--- config.mk ---
export PLATFORM = sky130hd
export DESIGN_NAME = lru_buffer_pool_with_pins
export DESIGN_NICKNAME = d
export VERILOG_FILES = /design/src/hw/rtl/lbp_pkg.sv /design/src/hw/rtl/lbp_slot_mem.sv /design/src/hw/rtl/lbp_ctrl.sv /design/src/hw/rtl/lru_buffer_pool_with_pins.sv
export SDC_FILE = /design/constraint.sdc
export NUM_CORES = 1
export LEC_CHECK = 0
export BUFFER_PORTS_ARGS = -buffer_cell sky130_fd_sc_hd__buf_2
export CORE_UTILIZATION = 40
export DETAILED_ROUTE_END_ITERATION = 8
export PLACE_DENSITY = 0.66
export SLEW_MARGIN = 20
export SYNTH_ARGS = -nofsm -noshare
export SYNTH_HDL_FRONTEND = slang
export SYNTH_HIERARCHICAL = 1
export SYNTH_SLANG_ARGS = --single-unit
--- constraint.sdc ---
create_clock -name clk -period 5.74 [get_ports clk]
set_input_delay 1.148 -clock clk [delete_from_list [all_inputs] [get_ports clk]]
set_output_delay 1.148 -clock clk [all_outputs]
set_load 0.02 [all_outputs]
--- src/hw/rtl/lbp_pkg.sv ---
// ----------------------------------------------------------------------------
// lbp_pkg
// Shared types and constants of the LRU buffer pool with pin counts.
// ----------------------------------------------------------------------------
`default_nettype none

package lbp_pkg;

  localparam int SLOTS_DEF    = 16;
  localparam int PIN_BITS_DEF = 8;

  localparam int PAGE_W     = 31;
  localparam int ACT_W      = 3;
  localparam int STAT_W     = 3;
  localparam int CAP_W      = 5;
  localparam int SLOT_OUT_W = 4;
  localparam int PIN_OUT_W  = 8;
  localparam int CNT_OUT_W  = 5;

  localparam logic [CAP_W-1:0] CAP_RESET = 5'd16;

  typedef enum logic [ACT_W-1:0] {
    ACT_LOAD  = 3'd0,
    ACT_GET   = 3'd1,
    ACT_PIN   = 3'd2,
    ACT_UNPIN = 3'd3,
    ACT_FLUSH = 3'd4
  } action_t;

  typedef enum logic [STAT_W-1:0] {
    ST_HIT     = 3'd0,
    ST_LOADED  = 3'd1,
    ST_EVICT   = 3'd2,
    ST_REFUSED = 3'd3,
    ST_NOT_RES = 3'd4
  } status_t;

  typedef enum logic [2:0] {
    S_IDLE   = 3'd0,
    S_SCAN   = 3'd1,
    S_DECIDE = 3'd2,
    S_SWEEP  = 3'd3,
    S_FINAL  = 3'd4
  } state_t;

endpackage

`default_nettype wire

--- src/hw/rtl/lbp_slot_mem.sv ---
// ----------------------------------------------------------------------------
// lbp_slot_mem
// Slot entry memory: one write port, one read port with registered data.
// ----------------------------------------------------------------------------
`default_nettype none

module lbp_slot_mem #(
  parameter int DEPTH = 16,
  parameter int WIDTH = 8
) (
  input  wire logic                     clk,
  input  wire logic                     rd_en,
  input  wire logic [$clog2(DEPTH)-1:0] rd_addr,
  output logic      [WIDTH-1:0]         rd_data,
  input  wire logic                     wr_en,
  input  wire logic [$clog2(DEPTH)-1:0] wr_addr,
  input  wire logic [WIDTH-1:0]         wr_data
);

  logic [WIDTH-1:0] mem [DEPTH];
  logic [WIDTH-1:0] rd_data_r;

  always_ff @(posedge clk) begin
    if (wr_en) begin
      mem[wr_addr] <= wr_data;
    end
  end

  always_ff @(posedge clk) begin
    if (rd_en) begin
      rd_data_r <= mem[rd_addr];
    end
  end

  assign rd_data = rd_data_r;

endmodule

`default_nettype wire

--- src/hw/rtl/lbp_ctrl.sv ---
// ----------------------------------------------------------------------------
// lbp_ctrl
// Sequencer: scans the slot memory, decides hit, fill, eviction or refusal,
// sweeps the recency ranks when a page is aged and commits the entry.
// ----------------------------------------------------------------------------
`default_nettype none

module lbp_ctrl #(
  parameter int SLOTS    = lbp_pkg::SLOTS_DEF,
  parameter int PIN_BITS = lbp_pkg::PIN_BITS_DEF,
  parameter int IDX_W    = $clog2(SLOTS),
  parameter int ENTRY_W  = lbp_pkg::PAGE_W + PIN_BITS + $clog2(SLOTS)
) (
  input  wire logic                               clk,
  input  wire logic                               rst_n,
  input  wire logic [lbp_pkg::CAP_W-1:0]          capacity,
  input  wire logic                               start,
  output logic                                    busy,
  input  wire logic [lbp_pkg::ACT_W-1:0]          in_action,
  input  wire logic [lbp_pkg::PAGE_W-1:0]         in_page_number,
  output logic                                    out_valid,
  output logic      [lbp_pkg::STAT_W-1:0]         out_status,
  output logic      [lbp_pkg::SLOT_OUT_W-1:0]     out_slot_index,
  output logic      [lbp_pkg::PIN_OUT_W-1:0]      out_pin_level,
  output logic                                    out_evicted_valid,
  output logic      [lbp_pkg::PAGE_W-1:0]         out_evicted_page,
  output logic      [lbp_pkg::CNT_OUT_W-1:0]      out_resident_count,
  output logic                                    out_room_left,
  output logic                                    mem_rd_en,
  output logic      [IDX_W-1:0]                   mem_rd_addr,
  input  wire logic [ENTRY_W-1:0]                 mem_rd_data,
  output logic                                    mem_wr_en,
  output logic      [IDX_W-1:0]                   mem_wr_addr,
  output logic      [ENTRY_W-1:0]                 mem_wr_data
);

  localparam int PAGE_W = lbp_pkg::PAGE_W;
  localparam int RANK_W = $clog2(SLOTS);
  localparam int CNT_W  = $clog2(SLOTS + 1);
  localparam int EFF_W  = (CNT_W > lbp_pkg::CAP_W) ? CNT_W : lbp_pkg::CAP_W;
  localparam logic [PIN_BITS-1:0] PIN_MAX = {PIN_BITS{1'b1}};

  lbp_pkg::state_t state_r, state_nxt;

  logic [lbp_pkg::ACT_W-1:0] act_r, act_nxt;
  logic [PAGE_W-1:0]         page_r, page_nxt;
  logic [CNT_W-1:0]          cnt_r, cnt_nxt;
  logic                      rd_vld_r, rd_vld_nxt;
  logic [IDX_W-1:0]          rd_idx_r, rd_idx_nxt;
  logic [SLOTS-1:0]          valid_r, valid_nxt;
  logic [CNT_W-1:0]          res_cnt_r, res_cnt_nxt;

  logic                      hit_r, hit_nxt;
  logic [IDX_W-1:0]          hit_idx_r, hit_idx_nxt;
  logic [PIN_BITS-1:0]       hit_pins_r, hit_pins_nxt;
  logic [RANK_W-1:0]         hit_rank_r, hit_rank_nxt;
  logic                      free_r, free_nxt;
  logic [IDX_W-1:0]          free_idx_r, free_idx_nxt;
  logic                      vic_r, vic_nxt;
  logic [IDX_W-1:0]          vic_idx_r, vic_idx_nxt;
  logic [RANK_W-1:0]         vic_rank_r, vic_rank_nxt;
  logic [PAGE_W-1:0]         vic_page_r, vic_page_nxt;

  logic [IDX_W-1:0]          tgt_r, tgt_nxt;
  logic [RANK_W-1:0]         old_rank_r, old_rank_nxt;
  logic                      all_r, all_nxt;
  logic [PIN_BITS-1:0]       fin_pins_r, fin_pins_nxt;
  logic [RANK_W-1:0]         fin_rank_r, fin_rank_nxt;
  logic                      do_wr_r, do_wr_nxt;
  logic                      set_valid_r, set_valid_nxt;
  logic                      slot_ok_r, slot_ok_nxt;
  lbp_pkg::status_t          status_r, status_nxt;

  logic                                out_valid_r, out_valid_nxt;
  logic [lbp_pkg::STAT_W-1:0]          out_status_r, out_status_nxt;
  logic [lbp_pkg::SLOT_OUT_W-1:0]      out_slot_r, out_slot_nxt;
  logic [lbp_pkg::PIN_OUT_W-1:0]       out_pin_r, out_pin_nxt;
  logic                                out_ev_r, out_ev_nxt;
  logic [PAGE_W-1:0]                   out_ev_page_r, out_ev_page_nxt;
  logic [lbp_pkg::CNT_OUT_W-1:0]       out_cnt_r, out_cnt_nxt;
  logic                                out_room_r, out_room_nxt;

  logic [PAGE_W-1:0]   e_page;
  logic [PIN_BITS-1:0] e_pins;
  logic [RANK_W-1:0]   e_rank;
  logic                e_valid;
  logic [EFF_W-1:0]    eff_cap;
  logic                room;
  logic [CNT_W-1:0]    new_cnt;
  logic [31:0]         tgt_ext;
  logic [31:0]         pins_ext;
  logic [31:0]         cnt_ext;

  assign e_page  = mem_rd_data[ENTRY_W-1 -: PAGE_W];
  assign e_pins  = mem_rd_data[RANK_W +: PIN_BITS];
  assign e_rank  = mem_rd_data[RANK_W-1:0];
  assign e_valid = valid_r[rd_idx_r];

  always_comb begin
    if (capacity == '0) begin
      eff_cap = EFF_W'(1);
    end else if (EFF_W'(capacity) > EFF_W'(SLOTS)) begin
      eff_cap = EFF_W'(SLOTS);
    end else begin
      eff_cap = EFF_W'(capacity);
    end
  end

  assign room    = EFF_W'(res_cnt_r) < eff_cap;
  assign new_cnt = set_valid_r ? res_cnt_r + CNT_W'(1) : res_cnt_r;
  assign tgt_ext  = 32'(tgt_r);
  assign pins_ext = 32'(fin_pins_r);
  assign cnt_ext  = 32'(new_cnt);

  always_ff @(posedge clk) begin
    if (!rst_n) begin
      state_r     <= lbp_pkg::S_IDLE;
      rd_vld_r    <= 1'b0;
      valid_r     <= '0;
      res_cnt_r   <= '0;
      out_valid_r <= 1'b0;
    end else begin
      state_r     <= state_nxt;
      rd_vld_r    <= rd_vld_nxt;
      valid_r     <= valid_nxt;
      res_cnt_r   <= res_cnt_nxt;
      out_valid_r <= out_valid_nxt;
    end
  end

  always_ff @(posedge clk) begin
    act_r         <= act_nxt;
    page_r        <= page_nxt;
    cnt_r         <= cnt_nxt;
    rd_idx_r      <= rd_idx_nxt;
    hit_r         <= hit_nxt;
    hit_idx_r     <= hit_idx_nxt;
    hit_pins_r    <= hit_pins_nxt;
    hit_rank_r    <= hit_rank_nxt;
    free_r        <= free_nxt;
    free_idx_r    <= free_idx_nxt;
    vic_r         <= vic_nxt;
    vic_idx_r     <= vic_idx_nxt;
    vic_rank_r    <= vic_rank_nxt;
    vic_page_r    <= vic_page_nxt;
    tgt_r         <= tgt_nxt;
    old_rank_r    <= old_rank_nxt;
    all_r         <= all_nxt;
    fin_pins_r    <= fin_pins_nxt;
    fin_rank_r    <= fin_rank_nxt;
    do_wr_r       <= do_wr_nxt;
    set_valid_r   <= set_valid_nxt;
    slot_ok_r     <= slot_ok_nxt;
    status_r      <= status_nxt;
    out_status_r  <= out_status_nxt;
    out_slot_r    <= out_slot_nxt;
    out_pin_r     <= out_pin_nxt;
    out_ev_r      <= out_ev_nxt;
    out_ev_page_r <= out_ev_page_nxt;
    out_cnt_r     <= out_cnt_nxt;
    out_room_r    <= out_room_nxt;
  end

  always_comb begin
    state_nxt       = state_r;
    act_nxt         = act_r;
    page_nxt        = page_r;
    cnt_nxt         = cnt_r;
    valid_nxt       = valid_r;
    res_cnt_nxt     = res_cnt_r;
    hit_nxt         = hit_r;
    hit_idx_nxt     = hit_idx_r;
    hit_pins_nxt    = hit_pins_r;
    hit_rank_nxt    = hit_rank_r;
    free_nxt        = free_r;
    free_idx_nxt    = free_idx_r;
    vic_nxt         = vic_r;
    vic_idx_nxt     = vic_idx_r;
    vic_rank_nxt    = vic_rank_r;
    vic_page_nxt    = vic_page_r;
    tgt_nxt         = tgt_r;
    old_rank_nxt    = old_rank_r;
    all_nxt         = all_r;
    fin_pins_nxt    = fin_pins_r;
    fin_rank_nxt    = fin_rank_r;
    do_wr_nxt       = do_wr_r;
    set_valid_nxt   = set_valid_r;
    slot_ok_nxt     = slot_ok_r;
    status_nxt      = status_r;
    out_valid_nxt   = 1'b0;
    out_status_nxt  = out_status_r;
    out_slot_nxt    = out_slot_r;
    out_pin_nxt     = out_pin_r;
    out_ev_nxt      = out_ev_r;
    out_ev_page_nxt = out_ev_page_r;
    out_cnt_nxt     = out_cnt_r;
    out_room_nxt    = out_room_r;
    mem_rd_en       = 1'b0;
    mem_rd_addr     = cnt_r[IDX_W-1:0];
    mem_wr_en       = 1'b0;
    mem_wr_addr     = rd_idx_r;
    mem_wr_data     = {e_page, e_pins, e_rank + RANK_W'(1)};

    case (state_r)
      lbp_pkg::S_IDLE: begin
        if (start) begin
          act_nxt   = in_action;
          page_nxt  = in_page_number;
          cnt_nxt   = '0;
          hit_nxt   = 1'b0;
          free_nxt  = 1'b0;
          vic_nxt   = 1'b0;
          state_nxt = lbp_pkg::S_SCAN;
        end
      end
      lbp_pkg::S_SCAN: begin
        if (cnt_r < CNT_W'(SLOTS)) begin
          mem_rd_en = 1'b1;
          cnt_nxt   = cnt_r + CNT_W'(1);
        end else begin
          state_nxt = lbp_pkg::S_DECIDE;
        end
        if (rd_vld_r) begin
          if (!e_valid && !free_r) begin
            free_nxt     = 1'b1;
            free_idx_nxt = rd_idx_r;
          end
          if (e_valid && e_page == page_r && !hit_r) begin
            hit_nxt      = 1'b1;
            hit_idx_nxt  = rd_idx_r;
            hit_pins_nxt = e_pins;
            hit_rank_nxt = e_rank;
          end
          if (e_valid && e_pins == '0 && (!vic_r || e_rank > vic_rank_r)) begin
            vic_nxt      = 1'b1;
            vic_idx_nxt  = rd_idx_r;
            vic_rank_nxt = e_rank;
            vic_page_nxt = e_page;
          end
        end
      end
      lbp_pkg::S_DECIDE: begin
        do_wr_nxt     = 1'b0;
        set_valid_nxt = 1'b0;
        slot_ok_nxt   = 1'b0;
        all_nxt       = 1'b0;
        out_ev_nxt    = 1'b0;
        out_ev_page_nxt = '0;
        fin_pins_nxt  = '0;
        fin_rank_nxt  = '0;
        cnt_nxt       = '0;
        state_nxt     = lbp_pkg::S_FINAL;
        if (hit_r) begin
          status_nxt   = lbp_pkg::ST_HIT;
          slot_ok_nxt  = 1'b1;
          tgt_nxt      = hit_idx_r;
          fin_pins_nxt = hit_pins_r;
          fin_rank_nxt = hit_rank_r;
          case (act_r)
            lbp_pkg::ACT_GET: begin
              do_wr_nxt    = 1'b1;
              fin_rank_nxt = '0;
              old_rank_nxt = hit_rank_r;
              state_nxt    = lbp_pkg::S_SWEEP;
            end
            lbp_pkg::ACT_PIN: begin
              do_wr_nxt = 1'b1;
              if (hit_pins_r != PIN_MAX) begin
                fin_pins_nxt = hit_pins_r + PIN_BITS'(1);
              end
            end
            lbp_pkg::ACT_UNPIN: begin
              do_wr_nxt = 1'b1;
              if (hit_pins_r != '0) begin
                fin_pins_nxt = hit_pins_r - PIN_BITS'(1);
              end
            end
            default: begin
            end
          endcase
        end else if (act_r inside {lbp_pkg::ACT_LOAD, lbp_pkg::ACT_GET, lbp_pkg::ACT_PIN}) begin
          fin_pins_nxt = (act_r == lbp_pkg::ACT_PIN) ? PIN_BITS'(1) : '0;
          if (room && free_r) begin
            status_nxt    = lbp_pkg::ST_LOADED;
            slot_ok_nxt   = 1'b1;
            do_wr_nxt     = 1'b1;
            set_valid_nxt = 1'b1;
            tgt_nxt       = free_idx_r;
            all_nxt       = 1'b1;
            state_nxt     = lbp_pkg::S_SWEEP;
          end else if (!room && vic_r) begin
            status_nxt      = lbp_pkg::ST_EVICT;
            slot_ok_nxt     = 1'b1;
            do_wr_nxt       = 1'b1;
            tgt_nxt         = vic_idx_r;
            old_rank_nxt    = vic_rank_r;
            out_ev_nxt      = 1'b1;
            out_ev_page_nxt = vic_page_r;
            state_nxt       = lbp_pkg::S_SWEEP;
          end else begin
            status_nxt = lbp_pkg::ST_REFUSED;
          end
        end else begin
          status_nxt = lbp_pkg::ST_NOT_RES;
        end
      end
      lbp_pkg::S_SWEEP: begin
        if (cnt_r < CNT_W'(SLOTS)) begin
          mem_rd_en = 1'b1;
          cnt_nxt   = cnt_r + CNT_W'(1);
        end else begin
          state_nxt = lbp_pkg::S_FINAL;
        end
        if (rd_vld_r && e_valid && rd_idx_r != tgt_r && (all_r || e_rank < old_rank_r)) begin
          mem_wr_en = 1'b1;
        end
      end
      lbp_pkg::S_FINAL: begin
        mem_wr_en      = do_wr_r;
        mem_wr_addr    = tgt_r;
        mem_wr_data    = {page_r, fin_pins_r, fin_rank_r};
        if (set_valid_r) begin
          valid_nxt[tgt_r] = 1'b1;
        end
        res_cnt_nxt    = new_cnt;
        out_valid_nxt  = 1'b1;
        out_status_nxt = status_r;
        out_slot_nxt   = slot_ok_r ? tgt_ext[lbp_pkg::SLOT_OUT_W-1:0] : '0;
        out_pin_nxt    = slot_ok_r ? pins_ext[lbp_pkg::PIN_OUT_W-1:0] : '0;
        out_cnt_nxt    = cnt_ext[lbp_pkg::CNT_OUT_W-1:0];
        out_room_nxt   = EFF_W'(new_cnt) < eff_cap;
        state_nxt      = lbp_pkg::S_IDLE;
      end
      default: begin
        state_nxt = lbp_pkg::S_IDLE;
      end
    endcase
  end

  assign rd_vld_nxt = mem_rd_en;
  assign rd_idx_nxt = cnt_r[IDX_W-1:0];

  assign busy               = (state_r != lbp_pkg::S_IDLE);
  assign out_valid          = out_valid_r;
  assign out_status         = out_status_r;
  assign out_slot_index     = out_slot_r;
  assign out_pin_level      = out_pin_r;
  assign out_evicted_valid  = out_ev_r;
  assign out_evicted_page   = out_ev_page_r;
  assign out_resident_count = out_cnt_r;
  assign out_room_left      = out_room_r;

  a_accept_busy: assert property (@(posedge clk) disable iff (!rst_n)
    start && !busy |=> busy)
    else $error("accepted transaction did not raise busy");

  a_single_strobe: assert property (@(posedge clk) disable iff (!rst_n)
    out_valid |=> !out_valid)
    else $error("result strobe held for more than one cycle");

  a_count_bound: assert property (@(posedge clk) disable iff (!rst_n)
    res_cnt_r <= CNT_W'(SLOTS) && EFF_W'(res_cnt_r) <= EFF_W'($countones(valid_r)))
    else $error("resident count exceeds valid slots");

  a_evict_flag: assert property (@(posedge clk) disable iff (!rst_n)
    out_valid && out_status == lbp_pkg::ST_EVICT |-> out_evicted_valid)
    else $error("eviction without write-back flag");

  a_no_slot: assert property (@(posedge clk) disable iff (!rst_n)
    out_valid && (out_status == lbp_pkg::ST_REFUSED || out_status == lbp_pkg::ST_NOT_RES)
    |-> out_slot_index == '0 && out_pin_level == '0 && !out_evicted_valid)
    else $error("non-resident result carries slot data");

endmodule

`default_nettype wire

--- src/hw/rtl/lru_buffer_pool_with_pins.sv ---
// ----------------------------------------------------------------------------
// lru_buffer_pool_with_pins
// LRU buffer pool of page slots with pin counts, top level.
// ----------------------------------------------------------------------------
// One request is taken when start is high and busy is low; busy then stays
// high until the request is finished. Every request walks all SLOTS entries
// of the slot memory once to look up the page; a hit on load, pin, unpin or
// a flush query ends after that walk. A get hit and every miss that loads a
// page walk the memory a second time to age the recency ranks. The result
// strobe out_valid rises in the cycle that busy falls and lasts one cycle;
// the receiver cannot stall it. Capacity may be written only while busy is
// low.
// ----------------------------------------------------------------------------
`default_nettype none

module lru_buffer_pool_with_pins #(
  parameter int SLOTS    = lbp_pkg::SLOTS_DEF,
  parameter int PIN_BITS = lbp_pkg::PIN_BITS_DEF
) (
  input  wire logic                            clk,
  input  wire logic                            rst_n,
  input  wire logic                            cfg_we,
  input  wire logic [lbp_pkg::CAP_W-1:0]       cfg_wdata,
  input  wire logic                            start,
  output logic                                 busy,
  input  wire logic [lbp_pkg::ACT_W-1:0]       in_action,
  input  wire logic [lbp_pkg::PAGE_W-1:0]      in_page_number,
  output logic                                 out_valid,
  output logic      [lbp_pkg::STAT_W-1:0]      out_status,
  output logic      [lbp_pkg::SLOT_OUT_W-1:0]  out_slot_index,
  output logic      [lbp_pkg::PIN_OUT_W-1:0]   out_pin_level,
  output logic                                 out_evicted_valid,
  output logic      [lbp_pkg::PAGE_W-1:0]      out_evicted_page,
  output logic      [lbp_pkg::CNT_OUT_W-1:0]   out_resident_count,
  output logic                                 out_room_left
);

  localparam int IDX_W   = $clog2(SLOTS);
  localparam int ENTRY_W = lbp_pkg::PAGE_W + PIN_BITS + $clog2(SLOTS);

  logic [lbp_pkg::CAP_W-1:0] cap_r, cap_nxt;
  logic                      mem_rd_en;
  logic [IDX_W-1:0]          mem_rd_addr;
  logic [ENTRY_W-1:0]        mem_rd_data;
  logic                      mem_wr_en;
  logic [IDX_W-1:0]          mem_wr_addr;
  logic [ENTRY_W-1:0]        mem_wr_data;

  assign cap_nxt = cfg_we ? cfg_wdata : cap_r;

  always_ff @(posedge clk) begin
    if (!rst_n) begin
      cap_r <= lbp_pkg::CAP_RESET;
    end else begin
      cap_r <= cap_nxt;
    end
  end

  lbp_slot_mem #(
    .DEPTH (SLOTS),
    .WIDTH (ENTRY_W)
  ) u_mem (
    .clk     (clk),
    .rd_en   (mem_rd_en),
    .rd_addr (mem_rd_addr),
    .rd_data (mem_rd_data),
    .wr_en   (mem_wr_en),
    .wr_addr (mem_wr_addr),
    .wr_data (mem_wr_data)
  );

  lbp_ctrl #(
    .SLOTS    (SLOTS),
    .PIN_BITS (PIN_BITS),
    .IDX_W    (IDX_W),
    .ENTRY_W  (ENTRY_W)
  ) u_ctrl (
    .clk                (clk),
    .rst_n              (rst_n),
    .capacity           (cap_r),
    .start              (start),
    .busy               (busy),
    .in_action          (in_action),
    .in_page_number     (in_page_number),
    .out_valid          (out_valid),
    .out_status         (out_status),
    .out_slot_index     (out_slot_index),
    .out_pin_level      (out_pin_level),
    .out_evicted_valid  (out_evicted_valid),
    .out_evicted_page   (out_evicted_page),
    .out_resident_count (out_resident_count),
    .out_room_left      (out_room_left),
    .mem_rd_en          (mem_rd_en),
    .mem_rd_addr        (mem_rd_addr),
    .mem_rd_data        (mem_rd_data),
    .mem_wr_en          (mem_wr_en),
    .mem_wr_addr        (mem_wr_addr),
    .mem_wr_data        (mem_wr_data)
  );

endmodule

`default_nettype wire

### Yosys cells after proc, flatten, opt, wreduce, memory -nomap -nowiden

Memories as Yosys holds them, arrays and structs flattened. A register that Yosys moved wholly into a read port is not among the register bits.
Cells that the tools add are included.

| storage, ports and cells | value |
|---|---|
| memories | 1 |
| flip-flop bits (word level) | 215 |
| input port bits | 43 |
| RAM bits | 688 |
| output and inout bits | 55 |

Memories:

| memory | depth | width | read ports | clocked after Yosys merged registers in | wr ports | line | text |
|---|---|---|---|---|---|---|---|
| u_mem.mem | 16 | 43 | 1 | 1 | 1 | lbp_slot_mem.sv:20 | `logic [WIDTH-1:0] mem [DEPTH];` |

| cells by class | value |
|---|---|
| equal/unequal tests | 20 |
| add/sub/neg operators | 5 |
| reductions and logical operators | 48 |
| magnitude comparators | 9 |
| muxes and demuxes | 62 |
| bitwise operators | 4 |

Operators by type and width:

| operator | number |
|---|---|
| $mux W43 | 1 |
| $mux W4 | 10 |
| $mux W8 | 4 |
| $eq A31 B31 Y1 | 1 |
| $mux W3 | 10 |
| $mux W5 | 5 |
| $mux W1 | 23 |
| $reduce_and A3 Y1 | 6 |
| $or A16 B16 Y16 | 1 |
| $pmux W8 S2 | 1 |
| $pmux W5 S3 | 1 |
| $eq A3 B2 Y1 const B | 4 |
| $ne A2 B1 Y1 const B | 6 |
| $pmux W3 S4 | 1 |
| $reduce_and A4 Y1 | 3 |
| $reduce_bool A3 Y1 | 4 |
| $logic_and A1 B1 Y1 | 11 |
| $add A5 B1 Y5 const B | 2 |
| $lt A4 B5 Y1 const B | 2 |
| $lt A5 B5 Y1 | 2 |
| $add A8 B1 Y8 const B | 1 |
| $logic_not A8 Y1 | 1 |
| $ne A2 B2 Y1 const B | 4 |
| $ne A8 B8 Y1 const B | 1 |
| 25 further kinds | 43 |

### Depth between registers and ports, before layout

Gate-level depths: netlist of run 1.

| depth | value |
|---|---|
| word-level depth | 11 |
| gate-level depth with buffers | 10 |
| mapped depth without buffers | 9 |

### Modules after synthesis

The synthesis of run 1 kept the hierarchy.

By module, submodules not included:

| module | times used | area each (sq um) | sequential area each (sq um) | cells each |
|---|---|---|---|---|
| lbp_slot_mem | 1 | 27069.7 | 21951.1 | 1116 |
| lbp_ctrl | 1 | 9312.7 | 6005.8 | 778 |
| lru_buffer_pool_with_pins | 1 | 190.2 | 100.1 | 16 |

### Least setup slack after synthesis of run 1

Ideal clock, no wire load.

| timing | value |
|---|---|
| path kind | register to register |
| from | reg u_ctrl.state_r[1] |
| to | mem u_mem/mem[4][0] (netlist name), enable pin |
| setup time | 0.496 ns |
| cell stages (with the launch flop) | 11 |
| arrival time | 5.224 ns |
| path slack | 0.020 ns |
| data required time | 5.244 ns |
| cells stage by stage | dfxtp_1 clkbuf_1 nor2_1 nand2_1 inv_1 clkbuf_1 clkbuf_1 nand2_1 nand2_1 nand3b_1 nor3_1 |

RTL lines:

| element | line | text |
|---|---|---|
| from (decl) | lbp_ctrl.sv:43 | `lbp_pkg::state_t state_r, state_nxt;` |
| from (signal assigned) | lbp_ctrl.sv:117 | `state_r <= lbp_pkg::S_IDLE;` |
| from (signal assigned) | lbp_ctrl.sv:123 | `state_r <= state_nxt;` |
| $eq A3 B3 Y1 | lbp_ctrl.sv:204 | `case (state_r)` |
| $mux W4 | lbp_ctrl.sv:204 |  |
| net mem_wr_addr[2] | lru_buffer_pool_with_pins.sv:46 | `logic [IDX_W-1:0] mem_wr_addr;` |
| to (decl) | lbp_slot_mem.sv:20 |  |

The timed path passes the listed nets, and every way through them passes these cells.

### Worst setup path after layout of run 1

| timing | value |
|---|---|
| from | reg u_mem.rd_data_r[1], in the netlist u_mem/rd_data[1] (read register of u_mem.mem) |
| to | mem u_mem/mem[1][34] (netlist name), enable pin |

| on the way | value |
|---|---|
| longest elaborated chain between the ends | 7 |

RTL lines:

| element | line | text |
|---|---|---|
| from (decl) | lbp_slot_mem.sv:21 | `logic [WIDTH-1:0] rd_data_r;` |
| $lt A4 B4 Y1 | lbp_ctrl.sv:314 | `if (rd_vld_r && e_valid && rd_idx_r != tgt_r && (all_r \|\| e_rank < old_rank_r)) begin` |
| $logic_or A1 B1 Y1 | lbp_ctrl.sv:314 |  |
| $logic_and A1 B1 Y1 | lbp_ctrl.sv:314 |  |
| $mux W1 | lbp_ctrl.sv:314 |  |
| $pmux W1 S2 | lbp_ctrl.sv:204 |  |
| net mem_wr_en | lru_buffer_pool_with_pins.sv:45 | `logic mem_wr_en;` |
| $mux W1 | lbp_slot_mem.sv:24 | `if (wr_en) begin` |
| $mux W1 (implied by the code) | lbp_slot_mem.sv:25 | `mem[wr_addr] <= wr_data;` |

The timed path passes the listed nets, and every way through them passes these cells.

==> results of run 1 <==
==> power by group <==
part           internal [mW]  switching, mW  total [mW]
combinational          0.669           1.07        1.74
clock                   3.35           2.62        5.97
sequential              7.93          0.136        8.07
total                   12.0           3.82        15.8
==> cell usage in the layout, fill, tap and decap left out, drive strengths merged, types with 8 or more instances in the layout <==
master / instances
nand2: 215
a21oi: 14
clkinv: 35
nand4: 9
inv: 17
dfxtp: 35
clkbuf: 120
nor4: 13
a22oi: 87
nand3: 10
mux4: 177
and2: 54
o21a: 17
xor2: 40
o21ai: 26
nand2b: 9
nor2: 63
nor3: 14
buf: 142
nor2b: 8
ha: 21
edfxtp: 911
clkinvlp: 10
mux2i: 11
==> synth_stat cells, types with 2 or more instances <==
master | count | share of area (%)
buf_2 | 19 | 0.26
inv_1 | 16 | 0.16
xnor2_1 | 7 | 0.17
nand2_1 | 215 | 2.2
mux2_2 | 2 | 0.062
xor2_1 | 40 | 0.96
and3_1 | 7 | 0.12
nand2b_1 | 9 | 0.15
or2_1 | 2 | 0.034
or3_1 | 4 | 0.068
mux2i_1 | 11 | 0.30
a21boi_0 | 4 | 0.082
buf_4 | 4 | 0.082
edfxtp_1 | 911 | 75
a211oi_1 | 4 | 0.082
buf_6 | 11 | 0.34
ha_1 | 21 | 0.72
o21a_1 | 17 | 0.35
nor3b_1 | 2 | 0.041
dfxtp_1 | 35 | 1.9
a22oi_1 | 87 | 1.8
o32ai_1 | 2 | 0.048
a21oi_1 | 14 | 0.19
buf_1 | 6 | 0.062
nor3_1 | 14 | 0.19
mux4_2 | 177 | 11
nor2b_1 | 8 | 0.14
clkbuf_1 | 55 | 0.56
o21ai_0 | 25 | 0.34
and2_1 | 54 | 0.92
o31a_1 | 3 | 0.072
nor4_1 | 13 | 0.22
a21o_1 | 4 | 0.082
nand3b_1 | 4 | 0.082
a41oi_1 | 2 | 0.048
nand4_1 | 9 | 0.15
nor2_1 | 63 | 0.65
nand3_1 | 10 | 0.14
a221oi_1 | 2 | 0.048
o2111ai_1 | 2 | 0.048
==> metrics by stage <==
stage          hold slack, ps  utilization [%]
2_1_floorplan             398                -
3_3_place_gp              404             42.7
3_5_place_dp              416             42.8
4_1_cts                   431             46.2
5_1_grt                   429             46.2
6_report                  430             46.2
==> cell families after synthesis <==
| logic type | count (synthesis) |
|---|---|
| AO/OA/AOI/OAI | 175 |
| XOR/XNOR | 47 |
| adder cells (fa/ha/maj) | 21 |
| buffers and inverters | 111 |
| flip-flops | 946 |
| multiplexers | 190 |
| AND/OR/NAND/NOR | 420 |
==> final cells by class <==
class / count / area [um2] / area share (%)
clock buffers: 120 / 2510 / 6.02
clock inverters: 51 / 522 / 1.25
inverters: 16 / 61.3 / 0.147
multi-input cells: 853 / 8140 / 19.5
flip-flops and latches: 946 / 28100 / 67.3
well taps: 1176 / 1470 / 3.53
repair buffers: 142 / 926 / 2.22
==> worst paths after layout <==
| path | from | end | slack [ps] | cells past startpoint |
|---|---|---|---|---|
| setup reg to reg | u_mem/rd_data[1] | u_mem/mem[1][34] | 1600 | 9 |
| setup / recovery | u_mem/rd_data[1] | u_mem/mem[1][34] | 1600 | 9 |
| hold reg to reg | u_ctrl/status_r[2] | u_ctrl/out_status[2] | 430 | 0 |
| hold / removal | u_ctrl/status_r[2] | u_ctrl/out_status[2] | 430 | 0 |
==> worst max-delay path: cells and delay by family (launching register included) <==
kind                     cells  cell delay [ps]
flip-flops                   1              480
buffers and inverters        1              380
AND/OR/NAND/NOR              2             1270
adder cells (fa/ha/maj)      1              340
AO/OA/AOI/OAI                5             1340
==> routing by layer <==
metal | vias to the layer above | routed length [um] | track usage, % | part of all wire [%]
li1 | 7900 | - | - | -
met1 | 9682 | 34600 | 25.7 | 42
met2 | 812 | 38900 | 27.9 | 48
met3 | 115 | 6610 | 2.91 | 8.1
met4 | 0 | 1690 | 4.92 | 2.1
met5 | - | 0 | 0 | 0
==> state kept, by name (all words and copies together), names as in the netlist, 5 cells and up <==
signal / count
u_ctrl/cnt_r: 5
u_ctrl/fin_pins_r: 8
u_ctrl/hit_pins_r: 8
u_ctrl/vic_page_r: 31
u_ctrl/out_evicted_page: 31
u_ctrl/res_cnt_r: 5
u_mem/mem: 688
u_mem/rd_data: 43
u_ctrl/out_pin_level: 8
u_ctrl/page_r: 31
u_ctrl/valid_r: 16
u_ctrl/out_resident_count: 5
cap_r: 5
==> results.json, run 1 <==
{
  "finalPower_mw": 15.8,
  "tritoncts.num_buffers": 94,
  "synth.distinct_cells": 55,
  "synth_compound_gate_area_share_pct": 3.42,
  "grt_pass1_wl_mm": 122,
  "cpPeakStageDelay_ps": 750,
  "num_io_pins": 98,
  "hold_viol": 0,
  "crit_path_start_kind": "flip-flop",
  "cts_root_buf": "clkbuf_16",
  "synthAdderAreaFrac_pct": 0.718,
  "yosys_warnings": 6,
  "relSlewSlack_pct": 33.5,
  "cp_slowest_cell": "o41ai_1",
  "coreArea_um2": 90300,
  "drc_errors": 0,
  "place_area_um2": 38700,
  "clock_sinks": 946,
  "p_leak_nw": 13.4,
  "grt_pass1_vias": 18685,
  "path_cells": "ha_1, a21o_1, a21o_1, a21oi_1, o21ai_0, o41ai_1, or3b_2, nor2_4, buf_4",
  "dp_hpwl_mm": 46.5,
  "synth_simple_gate_area_share_pct": 5.28,
  "num_rows": 110,
  "synthFlopType": "edfxtp_1",
  "crit_top_cell": "a21o_1",
  "initial_utilization_pct": 40.5,
  "grt_usage_pct": 17.8,
  "ys_ff_latch": 946,
  "fin_setup_tns_ps": 0,
  "overflow": 0,
  "layout.cells.non_filler": 3304,
  "post-route-period-util_pct": 72.1,
  "final_area_um2": 41700,
  "grt_antenna_before_repair": 2,
  "synth_cells": 1910,
  "rsz0062_at_grt": "false",
  "die_area_um2": 92600,
  "drive_above_1_share_pct": 22.9,
  "synth.area.mux_share_pct": 11.3,
  "ctsResizeCount": 0,
  "max_freq_mhz": 242,
  "syn_to_final_growth_pct": 14.0,
  "post_cts_buffers": 0,
  "crit_type": "flip-flop to flip-flop",
  "synth_fp_nets": 1974,
  "cp-end-kind": "flip-flop",
  "cap_violations": 0,
  "fp.dieW_um": 304,
  "arrival_ps": 4510,
  "vias": 18509,
  "port_buffers": 97,
  "report.final.slew_viol_count": 0,
  "antenna_left": 0,
  "vias_per_cell": 5.60,
  "hp-class": "flip-flop to flip-flop",
  "fin_crit_ps": 4140,
  "crit_fanout": 21,
  "clock_latency_ps": 690,
  "synthesis.area_um2": 36600,
  "post-place-ws_ps": 1630,
  "cts_buffer_depth": 3,
  "powerDensity_nw_per_um2": 378,
  "wl_mm": 81.8,
  "n_fill_cell": 7489,
  "hold_buffers": 0,
  "die_y_um": 304,
  "tightest_slew_ps": 998,
  "drt-initial-drc-count": 1858,
  "fin_nets": 2117,
  "place_inst": 3133,
  "antenna_cells": 0,
  "skew_ps": 68.8,
  "status": "finished clean",
  "synth_area_per_cell_um2": 19.1,
  "cts.clk_slew.worst_paths_ps": 60,
  "grt_start_max_net_pins": 142,
  "cts_tree": "built",
  "place.gp.congestion": 0.844,
  "synth_top_family_by_area": "multiplexers",
  "yosysSeqAreaShare_pct": 76.7,
  "synth_edf_count": 911,
  "async_flop_share_pct": 0,
  "setup_viol": 0,
  "routedWlPerCell_um": 24.8,
  "crit_required_ps": 6110,
  "synth-xor-area-share_pct": 1.13,
  "drt_first_pass_iters": 5,
  "vdd.ir_drop.worst_v": 0.000243,
  "htreeDepth": 3,
  "postLayoutSetupSlackWorst_ps": 1600
}
No activity file was read; power rests on OpenSTA's default activity.
==> run 2: changes to the inputs <==
Clock period 5.74 ns to 3.77 ns, I/O delays scaled along.
==> run 2 against run 1 <==
Net effect:
- critical path depth grew 1
- global-route usage grew 0.23 points
- sequential power grew 52%
- sequential share of layout area shrank 0.93 points
- clock power grew 58%
- wire length grew 1.2%
- critical endpoint is now u_mem/mem[0][42]
- clock skew shrank 4.5 ps
- count of clock-buffer cells in the layout shrank 6
- worst setup slack lost 1200 ps
- critical path type unchanged
- highest routed layer is now met5
- hold slack lost 180 ps
- combinational power grew 66%
- first-iteration DRC count grew 4.4%
==> results.json, run 2 (synthesis gave the netlist of run 1 again) <==
{
  "grt_start_max_net_pins": 48,
  "layout.cells.non_filler": 3347,
  "relSlewSlack_pct": 36.7,
  "cap_violations": 0,
  "final_common_cell": "edfxtp_1",
  "seq_power_share_pct": 50.0,
  "cp.buffers_inverters": 2,
  "num_rows": 110,
  "skew_ps": 64.3,
  "crit_family": "compound AO/OA/AOI/OAI gates",
  "dr_wl_met3_mm": 7.05,
  "num_io_pins": 98,
  "place.gp.congestion": 0.835,
  "n_fill_cell": 7413,
  "grt_antenna_before_repair": 2,
  "place_inst": 3171,
  "cts_root_buf": "clkbuf_16",
  "die_y_um": 304,
  "vias": 18357,
  "fin_nets": 2155,
  "crit_required_ps": 4120,
  "fp.dieW_um": 304,
  "tritoncts.num_buffers": 94,
  "grt_pass1_wl_mm": 123,
  "drt-initial-drc-count": 1940,
  "vdd.ir_drop.worst_v": 0.000361,
  "top_register": "u_mem/mem",
  "p_sw_mw": 5.89,
  "crit_type": "flip-flop to flip-flop",
  "cp_slowest_cell": "or3b_2",
  "combPwrFrac_pct": 11.7,
  "holdPathStages": 1,
  "path_cells": "ha_1, a21o_1, a21o_1, a21oi_1, o21ai_0, o41ai_1, buf_4, or3b_2, nor3_4, buf_12",
  "sw_frac_of_total_pct": 24.0,
  "crit_path_start_kind": "flip-flop",
  "hold_viol": 0,
  "powerDensity_nw_per_um2": 582,
  "finalPower_mw": 24.6,
  "wl_mm": 82.8,
  "reg2reg_depth": 10,
  "arrival_ps": 3700,
  "intPower_mw": 18.7,
  "drc_errors": 0,
  "syn_to_final_growth_pct": 15.6,
  "vias_per_cell": 5.48,
  "layout_common_cells": "edfxtp_1 (911), nand2_1 (214), mux4_2 (177)",
  "cts_tree": "built",
  "top_layer_used": "met5",
  "antenna_left": 0,
  "clock_sinks": 946,
  "initial_utilization_pct": 40.5,
  "report.final.slew_viol_count": 0,
  "ctsResizeCount": 0,
  "tightest_slew_ps": 948,
  "cts_buffer_depth": 3,
  "dp_hpwl_mm": 50.8,
  "fin_setup_tns_ps": 0,
  "fin_crit_ps": 3350,
  "post_cts_buffers": 0,
  "coreArea_um2": 90300,
  "hold_buffers": 0,
  "max_freq_mhz": 299,
  "crit_fanout": 34,
  "overflow": 0,
  "die_area_um2": 92600,
  "setup_viol": 0,
  "port_buffers": 97,
  "drt_first_pass_iters": 5,
  "multi_input_area_um2": 8160,
  "largest_reg_flops": 688,
  "clock_latency_ps": 680,
  "cts.clk_slew.worst_paths_ps": 60,
  "hp-class": "primary input to flip-flop",
  "grt_usage_pct": 18.0,
  "grt_pass1_vias": 18841,
  "wl_met2_mm": 38.8,
  "seq_area_um2": 28100,
  "htreeDepth": 3,
  "cpPeakStageDelay_ps": 590,
  "cp-end-kind": "flip-flop",
  "p_leak_nw": 13.7,
  "routedWlPerCell_um": 24.7,
  "rsz0062_at_grt": "false",
  "drive_above_1_share_pct": 24.1,
  "post-route-period-util_pct": 88.9,
  "crit_cells": 10,
  "status": "finished clean",
  "whs_ps": 252,
  "clkPwrFrac_pct": 38.3,
  "crit_top_cell": "a21o_1",
  "wl_met1_mm": 34.3
}
run 2: worst paths after layout:
path                       from                    to  slack (ps)
max            u_mem/rd_data[1]      u_mem/mem[0][42]         420
min          in_page_number[13]     u_ctrl/page_r[13]         250
max reg2reg    u_mem/rd_data[1]      u_mem/mem[0][42]         420
min reg2reg  u_ctrl/status_r[0]  u_ctrl/out_status[0]         430
run 2: cell type report:
class                   instances  area share [%]
inverters                      16           0.145
flip-flops and latches        946            66.4
clock inverters                61            1.59
diodes                          1         0.00592
clock buffers                 114            5.82
multi-input cells             853            19.3
well taps                    1176            3.48
repair buffers                180            3.27
run 2: per-stage QoR:
step | setup WS [ps] | utilization (%) | area [um2]
floorplan | -26.3 | - | 36600
global placement | 415 | 43.3 | 39100
detailed placement | 454 | 43.3 | 39100
CTS | 414 | 46.8 | 42300
global route | 198 | 46.8 | 42300
finish | 420 | 46.8 | 42300
run 2: layer usage:
layer / vias to the layer above / global-route usage, %
met3: 128 / 4.24
met5: - / 0
met2: 749 / 27.9
met1: 9485 / 24.8
met4: 2 / 6.51
li1: 7993 / -
run 2: power groups by stage:
| stage | combinational [mW] | sequential [mW] | clock, mW |
|---|---|---|---|
| floorplan | 1.91 | 12.4 | 0 |
| global placement | 2.85 | 12.5 | 0 |
| detailed placement | 2.90 | 12.5 | 0 |
| CTS | 2.92 | 12.3 | 9.57 |
| global route | 3.09 | 12.3 | 9.97 |
| finish | 2.88 | 12.3 | 9.41 |
